`src/design/assert_macros.svh`:
```
// Assertion macros shared by the RTL of the tail-drop queue.
// Define ASSERT_OFF to compile the checks out.
`ifndef ASSERT_MACROS_SVH
`define ASSERT_MACROS_SVH
`ifndef ASSERT_OFF
// check prop at every clock edge outside reset
`define ASSERT_CHK(label, clk, rst, prop) \
   label: assert property (@(posedge clk) disable iff (rst) prop) \
      else $error("assertion failed");
// check prop at every clock edge, reset included
`define ASSERT_ALWAYS(label, clk, prop) \
   label: assert property (@(posedge clk) prop) \
      else $error("assertion failed");
`else
`define ASSERT_CHK(label, clk, rst, prop)
`define ASSERT_ALWAYS(label, clk, prop)
`endif
`endif

```
`src/design/sstdq_pkg.sv`:
```
// Package for the single-server tail-drop queue: widths, register map,
// word types and the control struct of the finish-time cells. No dependencies.
package sstdq_pkg;

   localparam int QUEUE_DEPTH_DEFAULT = 16;
   localparam int ARG_W               = 32;
   localparam int TIME_W              = 48;
   localparam int LIMIT_W             = 4;
   localparam int CSR_ADDR_W          = 3;
   localparam int CSR_DATA_W          = 32;
   localparam int CSR_IDX_W           = 1;

   localparam logic [LIMIT_W-1:0]   LIMIT_RESET     = 4'd15;
   localparam logic [TIME_W-1:0]    FINISH_MAX      = {TIME_W{1'b1}};
   localparam logic [CSR_IDX_W-1:0] REG_QUEUE_LIMIT = 1'd0;

   typedef struct packed {
      logic [ARG_W-1:0] arrival_time;
      logic [ARG_W-1:0] service_duration;
   } req_word_type;

   typedef struct packed {
      logic [TIME_W-1:0] finish_time;
      logic              rejected;
   } rsp_word_type;

   typedef struct packed {
      logic             step;     // an item is taken this cycle: retire
      logic             shift;    // the item is admitted: move one cell down
      logic [ARG_W-1:0] arrival;
   } cell_ctrl_type;

endpackage

```
`src/design/single_server_tail_drop_queue.sv`:
```
// Top level of the single-server tail-drop queue.
// Depends on sstdq_pkg, sstdq_cell and assert_macros.svh.
//
// Usage:
//  req_ channel: one word per request (arrival_time, service_duration), valid/ready.
//  rsp_ channel: one word per request (finish_time, rejected), valid/ready.
//  csr_ port: APB-style, register queue_limit at byte address 0, pready tied high.
// Pending finish times sit in a chain of QUEUE_DEPTH cells, newest in cell 0.
// Held finish times are kept in order, so every cell compares its own entry
// with the arrival at once; the held ones form a prefix of the chain and the
// admit test reads the cell at index queue_limit and the last cell.
// Response: the response word is registered and appears in the cycle after the request is taken.
// Throughput: one request per cycle while rsp_ready is high, set by the combinational
// cell compare and the 48-bit max/add that produce the finish time.
// Reset: queue empty, last finish zero, queue_limit 15; no clearing pass.
// Stall: while rsp_valid is high and rsp_ready low, req_ready is low and
// the response word holds; the chain only moves when a request is taken.
`include "assert_macros.svh"
module single_server_tail_drop_queue #(
   parameter int QUEUE_DEPTH = sstdq_pkg::QUEUE_DEPTH_DEFAULT
) (
   input  logic                                clock,
   input  logic                                reset,
   input  logic                                req_valid,
   output logic                                req_ready,
   input  sstdq_pkg::req_word_type             req_word,
   output logic                                rsp_valid,
   input  logic                                rsp_ready,
   output sstdq_pkg::rsp_word_type             rsp_word,
   input  logic                                csr_psel,
   input  logic                                csr_penable,
   input  logic                                csr_pwrite,
   input  logic [sstdq_pkg::CSR_ADDR_W-1:0]    csr_paddr,
   input  logic [sstdq_pkg::CSR_DATA_W-1:0]    csr_pwdata,
   output logic [sstdq_pkg::CSR_DATA_W-1:0]    csr_prdata,
   output logic                                csr_pready
);

   localparam int TW = sstdq_pkg::TIME_W;
   localparam int AW = sstdq_pkg::ARG_W;

   logic [sstdq_pkg::LIMIT_W-1:0] queue_limit_ff;
   logic [sstdq_pkg::LIMIT_W-1:0] queue_limit_in;
   logic [TW-1:0]                 last_finish_ff;
   logic [TW-1:0]                 last_finish_in;
   logic                          rsp_valid_ff;
   logic                          rsp_valid_in;
   sstdq_pkg::rsp_word_type       rsp_word_ff;
   sstdq_pkg::rsp_word_type       rsp_word_in;

   logic                          csr_write;
   logic [sstdq_pkg::CSR_IDX_W-1:0] csr_index;
   logic                          req_fire;
   logic                          limit_hit;
   logic                          reject;
   logic [TW-1:0]                 arrival_ext;
   logic [TW-1:0]                 start_time;
   logic [TW:0]                   finish_sum;
   logic [TW-1:0]                 finish_new;
   sstdq_pkg::cell_ctrl_type      cell_ctrl;

   logic [QUEUE_DEPTH-1:0]        valid_vec;
   logic [QUEUE_DEPTH-1:0]        alive_vec;
   logic [TW-1:0]                 finish_arr [QUEUE_DEPTH];
   logic [QUEUE_DEPTH:0]          prefix_chk;

   // configuration port
   assign csr_pready = 1'b1;
   assign csr_index  = csr_paddr[sstdq_pkg::CSR_ADDR_W-1:2];
   assign csr_write  = csr_psel && csr_penable && csr_pwrite;

   always_comb begin
      queue_limit_in = queue_limit_ff;
      if (csr_write && csr_index == sstdq_pkg::REG_QUEUE_LIMIT) begin
         queue_limit_in = csr_pwdata[sstdq_pkg::LIMIT_W-1:0];
      end
   end

   always_comb begin
      csr_prdata = '0;
      if (csr_index == sstdq_pkg::REG_QUEUE_LIMIT) begin
         csr_prdata = {{(sstdq_pkg::CSR_DATA_W-sstdq_pkg::LIMIT_W){1'b0}}, queue_limit_ff};
      end
   end

   // request side
   assign req_ready = !rsp_valid_ff || rsp_ready;
   assign req_fire  = req_valid && req_ready;

   // held count after retiring exceeds the limit iff the cell at that index lives
   always_comb begin
      limit_hit = 1'b0;
      for (int i = 0; i < QUEUE_DEPTH; i++) begin
         if (int'(queue_limit_ff) == i) begin
            limit_hit = alive_vec[i];
         end
      end
   end

   assign reject = alive_vec[QUEUE_DEPTH-1] || limit_hit;

   assign arrival_ext = {{(TW-AW){1'b0}}, req_word.arrival_time};
   assign start_time  = (last_finish_ff > arrival_ext) ? last_finish_ff : arrival_ext;
   assign finish_sum  = {1'b0, start_time} +
                        {{(TW+1-AW){1'b0}}, req_word.service_duration};
   assign finish_new  = finish_sum[TW] ? sstdq_pkg::FINISH_MAX : finish_sum[TW-1:0];

   assign cell_ctrl.step    = req_fire;
   assign cell_ctrl.shift   = req_fire && !reject;
   assign cell_ctrl.arrival = req_word.arrival_time;

   for (genvar g = 0; g < QUEUE_DEPTH; g++) begin : g_cell
      logic          chain_alive;
      logic [TW-1:0] chain_finish;
      if (g == 0) begin : g_head
         assign chain_alive  = 1'b1;
         assign chain_finish = finish_new;
      end else begin : g_body
         assign chain_alive  = alive_vec[g-1];
         assign chain_finish = finish_arr[g-1];
      end
      sstdq_cell u_cell (
         .clock       (clock),
         .reset       (reset),
         .ctrl        (cell_ctrl),
         .prev_alive  (chain_alive),
         .prev_finish (chain_finish),
         .cell_valid  (valid_vec[g]),
         .cell_alive  (alive_vec[g]),
         .cell_finish (finish_arr[g])
      );
   end

   always_comb begin
      last_finish_in = last_finish_ff;
      rsp_valid_in   = rsp_valid_ff;
      rsp_word_in    = rsp_word_ff;
      if (rsp_valid_ff && rsp_ready) begin
         rsp_valid_in = 1'b0;
      end
      if (req_fire) begin
         rsp_valid_in = 1'b1;
         if (reject) begin
            rsp_word_in.finish_time = '0;
            rsp_word_in.rejected    = 1'b1;
         end else begin
            rsp_word_in.finish_time = finish_new;
            rsp_word_in.rejected    = 1'b0;
            last_finish_in          = finish_new;
         end
      end
   end

   always_ff @(posedge clock) begin
      if (reset) begin
         queue_limit_ff <= sstdq_pkg::LIMIT_RESET;
         last_finish_ff <= '0;
         rsp_valid_ff   <= 1'b0;
      end else begin
         queue_limit_ff <= queue_limit_in;
         last_finish_ff <= last_finish_in;
         rsp_valid_ff   <= rsp_valid_in;
      end
   end

   always_ff @(posedge clock) begin
      rsp_word_ff <= rsp_word_in;
   end

   assign rsp_valid = rsp_valid_ff;
   assign rsp_word  = rsp_word_ff;

   // held cells always form a prefix of the chain
   assign prefix_chk = {1'b0, valid_vec} + {{QUEUE_DEPTH{1'b0}}, 1'b1};

   `ASSERT_CHK(a_valid_prefix, clock, reset, $onehot(prefix_chk))
   `ASSERT_CHK(a_reject_zero, clock, reset, (rsp_valid_ff && rsp_word_ff.rejected) |-> (rsp_word_ff.finish_time == '0))
   `ASSERT_CHK(a_last_monotonic, clock, reset, !$past(reset) |-> (last_finish_ff >= $past(last_finish_ff)))
   `ASSERT_CHK(a_admit_to_head, clock, reset, (req_fire && !reject) |=> (valid_vec[0] && finish_arr[0] == rsp_word_ff.finish_time))

endmodule

```
`src/design/sstdq_cell.sv`:
```
// One cell of the finish-time chain: holds one pending finish time.
// Depends on sstdq_pkg.
module sstdq_cell (
   input  logic                          clock,
   input  logic                          reset,
   input  sstdq_pkg::cell_ctrl_type      ctrl,
   input  logic                          prev_alive,
   input  logic [sstdq_pkg::TIME_W-1:0]  prev_finish,
   output logic                          cell_valid,
   output logic                          cell_alive,
   output logic [sstdq_pkg::TIME_W-1:0]  cell_finish
);

   logic                         valid_ff;
   logic                         valid_in;
   logic [sstdq_pkg::TIME_W-1:0] finish_ff;
   logic [sstdq_pkg::TIME_W-1:0] finish_in;

   // held and still running after this arrival
   assign cell_alive  = valid_ff &&
      (finish_ff > {{(sstdq_pkg::TIME_W-sstdq_pkg::ARG_W){1'b0}}, ctrl.arrival});
   assign cell_valid  = valid_ff;
   assign cell_finish = finish_ff;

   always_comb begin
      valid_in  = valid_ff;
      finish_in = finish_ff;
      if (ctrl.step) begin
         if (ctrl.shift) begin
            valid_in  = prev_alive;
            finish_in = prev_finish;
         end else begin
            valid_in  = cell_alive;
         end
      end
   end

   always_ff @(posedge clock) begin
      if (reset) begin
         valid_ff <= 1'b0;
      end else begin
         valid_ff <= valid_in;
      end
   end

   always_ff @(posedge clock) begin
      finish_ff <= finish_in;
   end

endmodule
```
`config.mk`:
```
export PLATFORM = sky130hd
export DESIGN_NAME = single_server_tail_drop_queue
export DESIGN_NICKNAME = d
export VERILOG_FILES = /design/src/design/sstdq_pkg.sv /design/src/design/single_server_tail_drop_queue.sv /design/src/design/sstdq_cell.sv
export VERILOG_INCLUDE_DIRS = /design/src /design/src/design
export SDC_FILE = /design/constraint.sdc
export NUM_CORES = 2
export LEC_CHECK = 0
export ABC_AREA = 1
export BUFFER_PORTS_ARGS = -buffer_cell sky130_fd_sc_hd__buf_4
export CAP_MARGIN = 15
export CORE_UTILIZATION = 56
export DETAILED_ROUTE_END_ITERATION = 10
export PLACE_DENSITY = 0.87
export SYNTH_ARGS = -nofsm -noshare
export SYNTH_HDL_FRONTEND = slang
export SYNTH_SLANG_ARGS = --single-unit
```
`constraint.sdc`:
```
create_clock -name clock -period 13.4 [get_ports clock]
set_input_delay 2.68 -clock clock [delete_from_list [all_inputs] [get_ports clock]]
set_output_delay 2.68 -clock clock [all_outputs]
set_load 0.1 [all_outputs]
```
==> results.md <==
- Top-Level Pins: 190
- Worst-margin pin slew: 1200 ps
- Antenna violations before repair: 0
- Min cycle time layout: 8560 ps
- Vias: 30000
- CP max stage delay: 680 ps
- Period utilization: 0.639
- Largest net degree at the start of global routing: 178
- Slew HR: 0.202
- DRT iter0 DRCs: 3200
- H-Tree Depth: 3
- Max-Cap Viols: 0
- Drt pass-1 iters: 6
- FP Rows: 102
- Seq cells post-synth: 886
- Clock Power Share: 0.326
- Synth async-reset ratio: 0
- Syn_area_per_cell: 11.9 µm²
- Flop pwr share: 0.474
- Total die area: 0.0797 mm²
- Clock sink count: 886
- CTS tree: yes
- Critical path class: primary input to flop
- Ant. Diodes: 0
- Crit path max-delay cell type: inv_1
- Initial cell density of the core: 0.567
- Critical path data required time: 13770 ps
- Pwr dens: 153 mW/mm²
- EDFF count, synth: 817
- Final setup fails: 0
- Cell-internal power: 5.25 mW
- Nets: 4603
- GRT Total Usage: 0.254
- Startpoint types: primary input
- Die height: 282 µm
- Final GP Congestion: 0.929
- Worst hold path class: flop to flop
- CP Launch Point: req_word[42]
- Unique masters post-synth: 61
- Fillers: 5398
- Setup repair bufs after CTS: 0
- Final Hold Viols: 0
- Yosys warns: 0
- Die width: 282 µm
- LEAKAGE: 19.9 nW
- First-pass GRT wire length: 158000 µm
- Avg WL per Cell: 20.4 µm
- Vias in the first global route: 31000
- Setup TNS: 0 ps
- Comb pwr share: 0.200
- Fin util: 0.633
- Post-CTS Hold Buffers: 0
- CP most frequent cell: nand2_1
- Worst-path clk slew: 60 ps
- RSZ-0062 raised after global routing: no
- Peak supply drop: 136 µV
- Clk_lat worst skew: 660 ps
- Layout cells sized above 1: 0.100
- Residual DRC: 0
- Antenna-violating nets left: 0
- Worst Setup End Kind: flop
- Post-DP HPWL: 68900 µm
- Top FF cell, synth: edfxtp_1
- Setup slack after layout: 4840 ps
- CTS root buf: clkbuf_16
- Sequential area share after synthesis: 0.589
- Final Skew: 22.1 ps
- Crit-path max FO: 64
- Mapped Area: 0.0440 mm²
- Max Freq: 117 MHz
- Switching share of power: 0.303
- NetSw: 2.28 mW
- CTS max path bufs: 3
- WP data arrival: 8930 ps
- Post-synthesis cell count: 3706
- Area Overhead vs Synth: 11.5%
- Worst hold start: g_cell[4].u_cell.cell_finish[44]$_DFFE_PP_
- Status: complete, no violations
- CTS Buf Count: 86
- Worst slack, placed: 4380 ps
- Total core area: 0.0776 mm²
- I/O Buffers: 130
- Vias per std cell: 5.95
- CTS resizes: 0
- WL final: 103000 µm
- Worst reg2reg startpoint: last_finish_ff[1]$_SDFFE_PP0P_
- Slew Viols, Final: 0
- Total gr overflow: 0
-- layout by cell type, fill, tap and decap left out, drive strengths merged, types with 93 or more instances in the layout --
cell type | netlist | routed
o21ai | 114 | 114
inv | 303 | 307
a21oi | 316 | 316
nand2 | 596 | 596
buf | 52 | 167
edfxtp | 817 | 817
clkbuf | 16 | 116
nor2 | 353 | 353
nand3 | 102 | 102
ha | 576 | 576
nand4 | 93 | 93
-- per-layer routing --
metal	routed length, µm	vias up	track usage	share of wire
met4	5150	0	0.132	0.050
met3	7300	348	0.0430	0.071
met1	37900	14300	0.292	0.37
li1	-	13900	-	-
met5	0	-	0	0
met2	52300	1452	0.453	0.51
-- power groups by stage --
stage / Sequential (mW) / Combinational, mW / Clock, mW
floorplan: 3.81 / 0.881 / 0
global placement: 3.59 / 1.37 / 0
detailed placement: 3.62 / 1.45 / 0
CTS: 3.57 / 1.49 / 2.46
global route: 3.60 / 1.65 / 2.55
finish: 3.57 / 1.50 / 2.45
-- cells by family after synthesis --
family,share of synthesized area
DFF,0.589
xor gates and xnor gates,0.00577
and+or+nand+nor,0.124
AOI/OAI and AO/OA,0.0819
other,0.000171
buffers and inverters,0.0357
adders and majority gates,0.164
-- worst max-delay path: cells and delay by family --
kind                       cells  cell delay, ps
adders and majority gates      3            1030
AOI/OAI and AO/OA              7            1370
buffers and inverters          5            2010
and+or+nand+nor               17            1800
-- area by class of cell --
type	instances	area, µm²	area share
multi-input cells	2475	16700	0.339
repair buffers	167	1290	0.0262
inverters	304	1150	0.0234
clock inverters	43	419	0.00854
well taps	1040	1300	0.0265
flip-flops and latches	886	25900	0.528
clock buffers	116	2390	0.0486
-- sequential cells by signal (all words and copies together) (netlist names) --
| register | count |
|---|---|
| g_cell.u_cell.cell_valid | 16 |
| rsp_valid | 1 |
| queue_limit_ff | 4 |
| last_finish_ff | 48 |
| g_cell.u_cell.cell_finish | 768 |
| rsp_word | 49 |
-- synth_stat cells (all sizes together) (6+ instances only) --
master | n | area share
nor2 | 353 | 0.030
xor2 | 23 | 0.0046
nand4 | 93 | 0.013
o21a | 26 | 0.0044
a31oi | 13 | 0.0018
nor4 | 40 | 0.0064
dfxtp | 69 | 0.031
a21o | 9 | 0.0015
nor3 | 50 | 0.0061
ha | 576 | 0.16
nand2 | 596 | 0.052
a21oi | 316 | 0.037
o211ai | 13 | 0.0022
inv | 303 | 0.026
nand3 | 102 | 0.012
a211oi | 54 | 0.013
o221a | 6 | 0.0015
clkbuf | 16 | 0.0014
buf | 52 | 0.0085
o221ai | 15 | 0.0030
xnor2 | 6 | 0.0012
edfxtp | 817 | 0.56
o21ai | 114 | 0.014
-- stage by stage --
stage | hold WS, ps | area [µm²] | instances | total power, mW
2_1_floorplan | 426 | 44100 | 3733 | 4.69
3_3_place_gp | 431 | 46300 | 4871 | 4.96
3_5_place_dp | 433 | 46300 | 4871 | 5.07
4_1_cts | 437 | 49100 | 5030 | 7.51
5_1_grt | 445 | 49100 | 5031 | 7.80
6_report | 439 | 49100 | 5031 | 7.53
-- final timing paths --
| check | end | slack, ps | cells past startpoint |
|---|---|---|---|
| max reg2reg | rsp_word[42]$_SDFFCE_PP0P_ | 7300 | 30 |
| max | rsp_word[42]$_SDFFCE_PP0P_ | 4840 | 32 |
| min reg2reg | g_cell[5].u_cell.cell_finish[44]$_DFFE_PP_ | 440 | 0 |
| min | g_cell[5].u_cell.cell_finish[44]$_DFFE_PP_ | 440 | 0 |
Power figures use the tool's default switching activity.
